**config.mk**
```make
export PLATFORM = sky130hd
export DESIGN_NAME = grid_index_to_coord_radius
export DESIGN_NICKNAME = d
export VERILOG_FILES = /design/src/hdl/gicr_pkg.sv /design/src/hdl/grid_index_to_coord_radius.sv /design/src/hdl/gicr_div.sv /design/src/hdl/gicr_radius.sv
export SDC_FILE = /design/constraint.sdc
export NUM_CORES = 2
export LEC_CHECK = 0
export ABC_AREA = 1
export BUFFER_PORTS_ARGS = -buffer_cell sky130_fd_sc_hd__buf_2
export CAP_MARGIN = 5
export CELL_PAD_IN_SITES_DETAIL_PLACEMENT = 0
export CELL_PAD_IN_SITES_GLOBAL_PLACEMENT = 1
export CORE_UTILIZATION = 52
export DETAILED_ROUTE_END_ITERATION = 8
export GPL_ROUTABILITY_DRIVEN = 0
export GPL_TIMING_DRIVEN = 0
export PLACE_DENSITY = 0.92
export RECOVER_POWER = 25
export SLEW_MARGIN = 10
export SYNTH_ARGS = -nofsm -noshare
export SYNTH_HDL_FRONTEND = slang
export SYNTH_SLANG_ARGS = --single-unit
```
**constraint.sdc**
```tcl
create_clock -name clk -period 15.1 [get_ports clk]
set_clock_uncertainty 0.2 [all_clocks]
set_input_delay 1.51 -clock clk [delete_from_list [all_inputs] [get_ports clk]]
set_output_delay 1.51 -clock clk [all_outputs]
set_load 0.005 [all_outputs]
```
**src/hdl/gicr_pkg.sv**
```systemverilog
// ----------------------------------------------------------------------------
// gicr_pkg
// Shared widths, register indexes and reset values for the grid index to
// coordinate and radius block.
// ----------------------------------------------------------------------------
package gicr_pkg;

  localparam int REG_W     = 11;  // size register width
  localparam int IDX_W     = 30;  // flat cell index width
  localparam int COORD_W   = 10;  // coordinate field width
  localparam int RAD_W     = 20;  // squared radius field width
  localparam int CFG_IDX_W = 2;   // register index width
  localparam int DIV_STEPS = 4;   // quotient bits resolved per divider stage

  localparam logic [REG_W-1:0] SIZE_RST = REG_W'(64);
  localparam logic [RAD_W-1:0] RAD_MAX  = '1;

  typedef enum logic [CFG_IDX_W-1:0] {
    CFG_SIZE_X = 2'd0,
    CFG_SIZE_Y = 2'd1,
    CFG_SIZE_Z = 2'd2
  } cfg_reg_t;

endpackage

```
**src/hdl/grid_index_to_coord_radius.sv**
```systemverilog
// ----------------------------------------------------------------------------
// grid_index_to_coord_radius
// Splits a flat 3-D grid cell index (x fastest, then y, then z) into
// coordinates and the squared distance from the grid centre.
// ----------------------------------------------------------------------------
// One item is taken in every cycle (busy stays low) and each result appears
// on the out_ ports for one cycle with out_valid. Each item passes through
// two pipelined dividers, which resolve four quotient bits per stage (index
// by plane size, then remainder by row length), followed by three stages for
// the squared radius. The receiver must take every result. Sizes of zero act
// as one and sizes above MAX_AXIS act as MAX_AXIS. Write the size registers
// only while no item is in flight.
// ----------------------------------------------------------------------------
module grid_index_to_coord_radius #(
  parameter int MAX_AXIS = 1024
) (
  input  logic                             clk,
  input  logic                             rst_n,
  input  logic                             start,
  output logic                             busy,
  input  logic [gicr_pkg::IDX_W-1:0]       in_cell_index,
  output logic                             out_valid,
  output logic [gicr_pkg::COORD_W-1:0]     out_coord_x,
  output logic [gicr_pkg::COORD_W-1:0]     out_coord_y,
  output logic [gicr_pkg::COORD_W-1:0]     out_coord_z,
  output logic [gicr_pkg::RAD_W-1:0]       out_radius_sq,
  output logic                             out_out_of_range,
  input  logic                             cfg_wr_en,
  input  logic [gicr_pkg::CFG_IDX_W-1:0]   cfg_index,
  input  logic [gicr_pkg::REG_W-1:0]       cfg_wdata
);

  localparam int AW    = $clog2(MAX_AXIS + 1);
  localparam int PW    = 2 * AW;
  localparam int CW    = (AW > gicr_pkg::REG_W) ? AW : gicr_pkg::REG_W;
  localparam int NSTG1 = (gicr_pkg::IDX_W + gicr_pkg::DIV_STEPS - 1) / gicr_pkg::DIV_STEPS;
  localparam int NSTG2 = (PW + gicr_pkg::DIV_STEPS - 1) / gicr_pkg::DIV_STEPS;
  localparam int LAT   = NSTG1 + NSTG2 + 3;

  function automatic logic [AW-1:0] eff_size(input logic [gicr_pkg::REG_W-1:0] r);
    logic [CW-1:0] rw;
    rw = CW'(r);
    if (rw == '0) begin
      return AW'(1);
    end else if (rw > CW'(MAX_AXIS)) begin
      return AW'(MAX_AXIS);
    end else begin
      return AW'(rw);
    end
  endfunction

  logic [gicr_pkg::REG_W-1:0] size_x_r, size_y_r, size_z_r;
  logic [gicr_pkg::REG_W-1:0] size_x_nxt, size_y_nxt, size_z_nxt;
  logic [AW-1:0]              nx, ny, nz;
  logic [PW-1:0]              plane_r;

  always_comb begin
    size_x_nxt = size_x_r;
    size_y_nxt = size_y_r;
    size_z_nxt = size_z_r;
    if (cfg_wr_en) begin
      unique case (cfg_index)
        gicr_pkg::CFG_SIZE_X: size_x_nxt = cfg_wdata;
        gicr_pkg::CFG_SIZE_Y: size_y_nxt = cfg_wdata;
        gicr_pkg::CFG_SIZE_Z: size_z_nxt = cfg_wdata;
        default: ;
      endcase
    end
  end

  // keep the plane size in step with the size registers, so an item taken
  // right after a write already divides by the new plane
  always_ff @(posedge clk) begin
    if (!rst_n) begin
      size_x_r <= gicr_pkg::SIZE_RST;
      size_y_r <= gicr_pkg::SIZE_RST;
      size_z_r <= gicr_pkg::SIZE_RST;
      plane_r  <= PW'(eff_size(gicr_pkg::SIZE_RST)) * PW'(eff_size(gicr_pkg::SIZE_RST));
    end else begin
      size_x_r <= size_x_nxt;
      size_y_r <= size_y_nxt;
      size_z_r <= size_z_nxt;
      plane_r  <= PW'(eff_size(size_x_nxt)) * PW'(eff_size(size_y_nxt));
    end
  end

  assign nx = eff_size(size_x_r);
  assign ny = eff_size(size_y_r);
  assign nz = eff_size(size_z_r);

  // the pipeline takes an item in every cycle
  assign busy = 1'b0;

  // index / plane
  logic                       d1_valid;
  logic [gicr_pkg::IDX_W-1:0] d1_quot;
  logic [PW-1:0]              d1_rem;

  gicr_div #(
    .NUM_W  (gicr_pkg::IDX_W),
    .DEN_W  (PW),
    .STEP_N (gicr_pkg::DIV_STEPS)
  ) u_div_plane (
    .clk       (clk),
    .rst_n     (rst_n),
    .in_valid  (start && !busy),
    .in_num    (in_cell_index),
    .den       (plane_r),
    .out_valid (d1_valid),
    .out_quot  (d1_quot),
    .out_rem   (d1_rem)
  );

  // saturate z against the grid depth
  logic          z_oor;
  logic [AW-1:0] z_sat;

  always_comb begin
    z_oor = d1_quot >= gicr_pkg::IDX_W'(nz);
    z_sat = z_oor ? (nz - AW'(1)) : d1_quot[AW-1:0];
  end

  // remainder / row length
  logic          d2_valid;
  logic [PW-1:0] d2_quot;
  logic [AW-1:0] d2_rem;

  gicr_div #(
    .NUM_W  (PW),
    .DEN_W  (AW),
    .STEP_N (gicr_pkg::DIV_STEPS)
  ) u_div_row (
    .clk       (clk),
    .rst_n     (rst_n),
    .in_valid  (d1_valid),
    .in_num    (d1_rem),
    .den       (nx),
    .out_valid (d2_valid),
    .out_quot  (d2_quot),
    .out_rem   (d2_rem)
  );

  // hold z and the range flag alongside the row divider
  logic [AW-1:0] zd_r   [NSTG2];
  logic          oord_r [NSTG2];

  always_ff @(posedge clk) begin
    zd_r[0]   <= z_sat;
    oord_r[0] <= z_oor;
    for (int i = 1; i < NSTG2; i++) begin
      zd_r[i]   <= zd_r[i-1];
      oord_r[i] <= oord_r[i-1];
    end
  end

  gicr_radius #(
    .AW (AW)
  ) u_radius (
    .clk        (clk),
    .rst_n      (rst_n),
    .in_valid   (d2_valid),
    .in_x       (d2_rem),
    .in_y       (d2_quot[AW-1:0]),
    .in_z       (zd_r[NSTG2-1]),
    .in_oor     (oord_r[NSTG2-1]),
    .nx         (nx),
    .ny         (ny),
    .nz         (nz),
    .out_valid  (out_valid),
    .out_x      (out_coord_x),
    .out_y      (out_coord_y),
    .out_z      (out_coord_z),
    .out_radius (out_radius_sq),
    .out_oor    (out_out_of_range)
  );

  // every accepted item comes out after the fixed latency
  a_latency: assert property (@(posedge clk) disable iff (!rst_n)
    (start && !busy) |-> ##LAT out_valid)
    else $error("item lost in pipeline");

  a_x_in_row: assert property (@(posedge clk) disable iff (!rst_n)
    out_valid |-> (int'(out_coord_x) < int'(nx)))
    else $error("x coordinate beyond row length");

  a_z_sat: assert property (@(posedge clk) disable iff (!rst_n)
    (out_valid && out_out_of_range) |->
      (out_coord_z == gicr_pkg::COORD_W'(nz - AW'(1))))
    else $error("z not saturated on out-of-range index");

  a_z_in_grid: assert property (@(posedge clk) disable iff (!rst_n)
    (out_valid && !out_out_of_range) |-> (int'(out_coord_z) < int'(nz)))
    else $error("z beyond grid depth without range flag");

endmodule

```
**src/hdl/gicr_div.sv**
```systemverilog
// ----------------------------------------------------------------------------
// gicr_div
// Pipelined restoring divider: one item per cycle, STEP_N quotient bits a stage.
// The user, not the block, keeps the divisor static while items are in flight.
// ----------------------------------------------------------------------------
module gicr_div #(
  parameter int NUM_W  = 30,
  parameter int DEN_W  = 22,
  parameter int STEP_N = 4
) (
  input  logic             clk,
  input  logic             rst_n,
  input  logic             in_valid,
  input  logic [NUM_W-1:0] in_num,
  input  logic [DEN_W-1:0] den,
  output logic             out_valid,
  output logic [NUM_W-1:0] out_quot,
  output logic [DEN_W-1:0] out_rem
);

  localparam int NSTG = (NUM_W + STEP_N - 1) / STEP_N;

  logic             valid_r [NSTG];
  logic [NUM_W-1:0] shift_r [NSTG];  // dividend bits out at the top, quotient in
  logic [DEN_W-1:0] part_r  [NSTG];

  for (genvar s = 0; s < NSTG; s++) begin : g_stg
    logic             vin;
    logic [NUM_W-1:0] shin;
    logic [DEN_W-1:0] ptin;
    logic [NUM_W-1:0] shift_nxt;
    logic [DEN_W-1:0] part_nxt;

    if (s == 0) begin : g_head
      assign vin  = in_valid;
      assign shin = in_num;
      assign ptin = '0;
    end else begin : g_body
      assign vin  = valid_r[s-1];
      assign shin = shift_r[s-1];
      assign ptin = part_r[s-1];
    end

    always_comb begin
      logic [DEN_W:0] acc;
      logic           qb;
      shift_nxt = shin;
      part_nxt  = ptin;
      acc       = '0;
      qb        = 1'b0;
      for (int j = 0; j < STEP_N; j++) begin
        if (s * STEP_N + j < NUM_W) begin
          acc = {part_nxt, shift_nxt[NUM_W-1]};
          if (acc >= {1'b0, den}) begin
            acc = acc - {1'b0, den};
            qb  = 1'b1;
          end else begin
            qb  = 1'b0;
          end
          part_nxt  = acc[DEN_W-1:0];
          shift_nxt = {shift_nxt[NUM_W-2:0], qb};
        end
      end
    end

    always_ff @(posedge clk) begin
      if (!rst_n) begin
        valid_r[s] <= 1'b0;
      end else begin
        valid_r[s] <= vin;
      end
      shift_r[s] <= shift_nxt;
      part_r[s]  <= part_nxt;
    end
  end

  assign out_valid = valid_r[NSTG-1];
  assign out_quot  = shift_r[NSTG-1];
  assign out_rem   = part_r[NSTG-1];

endmodule

```
**src/hdl/gicr_radius.sv**
```systemverilog
// ----------------------------------------------------------------------------
// gicr_radius
// Three-stage squared distance from the grid centre: offsets, squares, then
// saturating sum. Coordinates are carried alongside and trimmed to field width.
// ----------------------------------------------------------------------------
module gicr_radius #(
  parameter int AW = 11
) (
  input  logic                        clk,
  input  logic                        rst_n,
  input  logic                        in_valid,
  input  logic [AW-1:0]               in_x,
  input  logic [AW-1:0]               in_y,
  input  logic [AW-1:0]               in_z,
  input  logic                        in_oor,
  input  logic [AW-1:0]               nx,
  input  logic [AW-1:0]               ny,
  input  logic [AW-1:0]               nz,
  output logic                        out_valid,
  output logic [gicr_pkg::COORD_W-1:0] out_x,
  output logic [gicr_pkg::COORD_W-1:0] out_y,
  output logic [gicr_pkg::COORD_W-1:0] out_z,
  output logic [gicr_pkg::RAD_W-1:0]   out_radius,
  output logic                        out_oor
);

  localparam int SQ_W  = 2 * AW;
  localparam int SUM_W = SQ_W + 2;
  localparam int CMP_W = (SUM_W > gicr_pkg::RAD_W) ? SUM_W : gicr_pkg::RAD_W;

  function automatic logic [AW-1:0] abs_off(input logic [AW-1:0] c,
                                            input logic [AW-1:0] n);
    logic [AW-1:0] mid;
    mid = n >> 1;
    return (c >= mid) ? (c - mid) : (mid - c);
  endfunction

  logic          v1_r, v2_r, v3_r;
  logic [AW-1:0] x1_r, y1_r, z1_r, x2_r, y2_r, z2_r;
  logic          oor1_r, oor2_r, oor3_r;
  logic [AW-1:0] dx_r, dy_r, dz_r;
  logic [SQ_W-1:0] sx_r, sy_r, sz_r;
  logic [gicr_pkg::COORD_W-1:0] x3_r, y3_r, z3_r;
  logic [gicr_pkg::RAD_W-1:0]   rad_r;
  logic [SUM_W-1:0]             sum_nxt;
  logic [gicr_pkg::RAD_W-1:0]   rad_nxt;

  always_comb begin
    sum_nxt = SUM_W'(sx_r) + SUM_W'(sy_r) + SUM_W'(sz_r);
    if (CMP_W'(sum_nxt) > CMP_W'(gicr_pkg::RAD_MAX)) begin
      rad_nxt = gicr_pkg::RAD_MAX;
    end else begin
      rad_nxt = gicr_pkg::RAD_W'(sum_nxt);
    end
  end

  always_ff @(posedge clk) begin
    if (!rst_n) begin
      v1_r <= 1'b0;
      v2_r <= 1'b0;
      v3_r <= 1'b0;
    end else begin
      v1_r <= in_valid;
      v2_r <= v1_r;
      v3_r <= v2_r;
    end
    // offsets
    dx_r   <= abs_off(in_x, nx);
    dy_r   <= abs_off(in_y, ny);
    dz_r   <= abs_off(in_z, nz);
    x1_r   <= in_x;
    y1_r   <= in_y;
    z1_r   <= in_z;
    oor1_r <= in_oor;
    // squares
    sx_r   <= SQ_W'(dx_r) * SQ_W'(dx_r);
    sy_r   <= SQ_W'(dy_r) * SQ_W'(dy_r);
    sz_r   <= SQ_W'(dz_r) * SQ_W'(dz_r);
    x2_r   <= x1_r;
    y2_r   <= y1_r;
    z2_r   <= z1_r;
    oor2_r <= oor1_r;
    // saturating sum, trim coordinates to field width
    rad_r  <= rad_nxt;
    x3_r   <= gicr_pkg::COORD_W'(x2_r);
    y3_r   <= gicr_pkg::COORD_W'(y2_r);
    z3_r   <= gicr_pkg::COORD_W'(z2_r);
    oor3_r <= oor2_r;
  end

  assign out_valid  = v3_r;
  assign out_x      = x3_r;
  assign out_y      = y3_r;
  assign out_z      = z3_r;
  assign out_radius = rad_r;
  assign out_oor    = oor3_r;

endmodule
```
# Word-level counts from Yosys, hierarchy flattened
# Memories as Yosys holds them, arrays and structs flattened. A register that Yosys moved wholly into a read port is not among the register bits.
# Index checks and enable logic that the tools add are counted.
# Widths: inputs -> output; s select.
[word_totals]
register_bits = 268
ram_bits = 700
elab_cells = 323
memories = 8
[op_classes]
multipliers = 4
magnitude_cmp = 62
n_bitwise = 14
eq_ne = 2
n_mux = 140
n_addsub = 61
n_reduce_logical = 8
[mem_list]
columns = ["memory", "words", "width", "read_ports", "rd_clocked_by_memory_dff", "wr", "line_no", "source"]
rows = [
  ["u_div_plane.shift_r", 8, 30, 8, 0, 8, "gicr_div.sv:24", "logic [NUM_W-1:0] shift_r [NSTG];"],
  ["u_div_plane.part_r", 8, 22, 8, 0, 8, "gicr_div.sv:25", "logic [DEN_W-1:0] part_r [NSTG];"],
  ["u_div_row.shift_r", 6, 22, 6, 0, 6, "gicr_div.sv:24", ""],
  ["u_div_row.part_r", 6, 11, 6, 0, 6, "gicr_div.sv:25", ""],
  ["zd_r", 6, 11, 6, 0, 6, "grid_index_to_coord_radius.sv:144", "logic [AW-1:0] zd_r [NSTG2];"],
  ["u_div_plane.valid_r", 8, 1, 8, 0, 8, "gicr_div.sv:23", "logic valid_r [NSTG];"],
  ["+2 memories", "--", "--", "--", "--", "--", "--", ""],
]
[op_table]
columns = ["cell", "count"]
rows = [
  ["$ge 23x22->1", 29],
  ["$mux 22", 30],
  ["$sub 22x22->22", 29],
  ["$mux 11", 42],
  ["$ge 12x11->1", 21],
  ["$sub 11x11->11", 21],
  ["$mul 11x11->22", 4],
  ["$mux 1", 68],
  ["$gt 11x11->1 const B", 5],
  ["$logic_not 11->1", 5],
  ["$ge 11x10->1", 3],
  ["$sub 10x11->11", 3],
  ["$sub 11x10->11", 3],
  ["$ge 30x11->1", 1],
  ["$add 24x22->24", 1],
  ["$gt 24x20->1 const B", 1],
  ["$add 22x22->23", 1],
  ["$ge 1x22->1", 1],
  ["$sub 1x22->22", 1],
  ["$or 1x1->1", 14],
  ["$ge 1x11->1", 1],
  ["$sub 1x11->11", 1],
  ["$sub 11x1->11 const B", 1],
  ["$eq 2x1->1 const B", 1],
  ["4 further kinds", 4],
]

# Logic depth before layout (Yosys ltp)
[logic_depth]
depth_word = 11
depth_mapped = 68
mapped_depth_nobuf = 63

# By module
# From an unflattened synthesis, not the netlist that was laid out.
[hier_totals]
hier_cells = 14335
area_unflattened_um2 = 96971.8
[by_module_without_submodules]
columns = ["mod", "area_per_inst_um2", "seq_area_each_um2", "instances", "cells_each"]
rows = [
  ["gicr_div (u_div_plane)", 50332.0, 8488.1, 1, 8086],
  ["gicr_radius", 19731.4, 4244.1, 1, 2486],
  ["gicr_div (u_div_row)", 18361.4, 4083.9, 1, 2675],
  ["grid_index_to_coord_radius", 8546.9, 2542.4, 1, 1088],
]

# Least setup slack after synthesis
# Ideal clock, no wire load.
[synth_timing]
path_kind = "reg2reg"
start = "reg plane_r[1]"
end = "mem u_div_plane.part_r[4][5], in the netlist u_div_plane.part_r[1][5]"
synth_period_minus_slack_ps = 9263
arrival_ps = 8949
setup_slack_ps = 5837
path_stages_with_launch = 57
required_ps = 14787
cell_sequence = "dfxtp_1 inv_1 ha_1 nand3_1 nand2_1 nand2_1 nand3_1 nand2_1 nand4_4 buf_2 buf_2 o21ai_0 inv_1 ha_1 a21oi_1 o21ai_0 nand2_1 nand2_1 [21 not listed] nand2_1 nand2_1 ha_1 a21oi_1 nand2_1 a21oi_1 o21ai_1 nand2_1 nand2_1 a21boi_1 o21ai_0 nand2_1 nand2_1 a21oi_1 nand2_2 buf_6 nand2_1 nand2_1"
[synth_lines]
columns = ["element", "line_no", "source"]
rows = [
  ["start: declaration", "grid_index_to_coord_radius.sv:55", "logic [PW-1:0] plane_r;"],
  ["start signal: assignment", "grid_index_to_coord_radius.sv:78", "plane_r <= PW'(eff_size(gicr_pkg::SIZE_RST)) * PW'(eff_size(gicr_pkg::SIZE_RST));"],
  ["start signal: assignment", "grid_index_to_coord_radius.sv:83", "plane_r <= PW'(eff_size(size_x_nxt)) * PW'(eff_size(size_y_nxt));"],
  ["end: declaration", "gicr_div.sv:25", ""],
]

==> reports/metrics.cfg <==
[status]
status=finished clean

[clocking]
clk_path_buf_depth=3
post_cts_buffers=0
cts_tree=yes
cts_resized=0
cts.sinks=911
clk_pin_slew_ps=70
cts_hold_buf=0
cts_made_buffers=107
root_buffer=clkbuf_16
insertion_delay_ps=790
h-tree-depth=3

[yosys]
ys_ff_latch=911
netlist_instances=12900
synth_edf_count=0
yosysSeqAreaShare=0.201
synth.top_cells.by_count=nand2_1, inv_1, ha_1, a21oi_1, dfxtp_1
synthFlopType=dfxtp_1
synth.distinct_cells=80
synth.area.top_cells=dfxtp_1, ha_1, nand2_1
synth_area_per_cell_um2=7.00
synth.top_cell.area_share=0.201
yosysTopAreaCell=dfxtp_1
async_flop_share=0
synth_area_mm2=0.0905
synth.most_common_cell=nand2_1
yosys_warnings=0

[timing]
fmax_mhz=92.1
min_period_over_period=0.719
rsz0062_at_grt=false
slew_viol_final=0
min_period_ps=10860
slew_headroom=0.167
hold_viol=0
fin_tns_setup_ps=0
holdWs_ps=69.3
setup_violations=0
worst_pin_slew_ps=1250

[global_route]
grt_overflow=0
grt_pass1_vias=83000
globalRouteTotalUtil=0.305
grt_pass1_wl_um=432000
antenna_found_initial=9
grt_start_max_net_pins=38

[worst_setup_path]
startpoint=plane_r[1]
ff2ff_path_depth=51
startpoint_type=flip-flop
cp.required_ps=15570
critPathMostFrequentCell=nand2_1
r2r-end=u_div_plane.part_r[1][61]
critical_path.max_stage_delay_ps=600
timing.rr.start=plane_r[1]
crit_slowest_cell=o21ai_0
cp_max_fo=37
arrival_ps=11320
r2r_slack_ps=4240
path_class=reg -> reg
critPathCaptureType=flip-flop
endpoint=u_div_plane.part_r[1][61]

[floorplan]
design.core.area_mm2=0.172
initial_utilization=0.525
die-area_mm2=0.176
num_rows=152
die_w_um=419
io_pins=100
die_y_um=419

[detailed_routing]
antenna_left=0
routed_wirelength_um=274000
first_pass_iters=8
drtIter0Drc=6914
viasPerCell=5.57
route.detailed.drc=0
wl_per_cell_um=17.6
vias=86700

[worst_hold_path]
hold_path.class=reg -> reg

[finish]
drive_gt1_frac=0.0559
syn_to_final_growth_pct=8.72
nets=14700

[place]
port_buffers=97
hpwl_um=214000

[job]
max_cap_violations=0

## sequential cells by signal (all words and copies together) (netlist names), 11 cells and up
| name | count |
|---|---|
| u_radius.sz_r | 21 |
| u_radius.dx_r | 11 |
| u_div_plane.shift_r | 240 |
| u_radius.sy_r | 21 |
| u_radius.dy_r | 11 |
| u_radius.dz_r | 11 |
| size_y_r | 11 |
| plane_r | 22 |
| size_z_r | 11 |
| u_radius.out_radius | 20 |
| u_radius.sx_r | 21 |
| u_div_row.shift_r | 76 |
| u_div_row.part_r | 66 |
| zd_r | 66 |
| size_x_r | 11 |
| u_div_plane.part_r | 176 |
## layer usage
metal / global-route usage / wire [um] / vias up
li1: - / - / 43000
met1: 0.394 / 118000 / 40000
met2: 0.511 / 125000 / 3013
met3: 0.0392 / 18600 / 605
met4: 0.127 / 12300 / 8
met5: 0 / 56 / -
## final cells by class
class,instances,area [um^2]
Fill cell,16400,73900
Multi-Input combinational cell,10200,64900
Sequential cell,911,18200
Inverter,1629,6170
Tap cell,2310,2890
Clock buffer,124,2870
Buffer,221,1290
Clock inverter,79,1130
Timing Repair Buffer,116,918
Antenna cell,7,17.5
## worst max-delay path: cells and delay by family (launching register included)
| family | cells | cell delay (ps) |
|---|---|---|
| compound gates | 13 | 3640 |
| xor+xnor | 1 | 160 |
| fa+ha+maj | 4 | 1470 |
| buf+inv | 8 | 1670 |
| flops | 1 | 570 |
| simple gates | 25 | 2940 |
## logic make-up (layout without fill, tap and decap cells)
kind of cell | count (synthesis) | in the layout | synth area share
simple gates | 5412 | 5412 | 0.250
xor+xnor | 824 | 824 | 0.0797
other cells | 1 | 12 | 0.0000414
buf+inv | 1850 | 2169 | 0.0819
compound gates | 2383 | 2383 | 0.147
mux | 14 | 14 | 0.00164
fa+ha+maj | 1528 | 1528 | 0.238
flops | 911 | 911 | 0.201
## per-stage QoR
| step | instances | setup WS (ps) | area, um^2 | util |
|---|---|---|---|---|
| 6_report | 15600 | 4240 | 98400 | 0.571 |
| 5_1_grt | 15600 | 3450 | 98400 | 0.571 |
| 2_1_floorplan | 12900 | 5840 | 90500 | - |
| 4_1_cts | 15600 | 4410 | 98400 | 0.571 |
| 3_5_place_dp | 15400 | 4450 | 94400 | 0.548 |
| 3_3_place_gp | 15300 | 1430 | 93900 | 0.545 |
## worst min path at each step
stage	end	slack [ps]	start	cells past startpoint
floorplan	oord_r[1]	110	oord_r[0]	0
global placement	zd_r[5][9]	110	zd_r[4][9]	0
detailed placement	u_div_plane.shift_r[0][109]	110	u_div_plane.shift_r[0][75]	0
CTS	u_div_row.shift_r[3][20]	90	u_div_row.shift_r[2][16]	0
global route	u_div_row.shift_r[3][20]	100	u_div_row.shift_r[2][16]	0
finish	u_div_row.shift_r[3][20]	70	u_div_row.shift_r[2][16]	0
## layout by cell type (no fill, tap or decap), drive strengths merged, types with 6 or more instances in the layout
master and n:
clkbuf 202, a21boi 41, xor2 491, diode 7
o211ai 41, dfxtp 911, mux2 7, nor3b 6
a21o 86, or2 50, o21ai 858, a221oi 15
nor3 127, clkinvlp 10, nand4 167, o31ai 18
nand3 618, nor2 874, nor4 58, fa 326
xnor2 333, o21a 56, inv 1656, and2 12
bufinv 16, ha 1202, o21bai 59, and3 6
a211oi 30, nand3b 41, a31oi 65, nand2 3449
buf 259, mux2i 7, a21oi 1079, clkinv 26
o2111ai 9
Power is left out: the tool's default activity adds up to more than one toggle a clock period on the data nets, which glitch-free logic cannot reach.
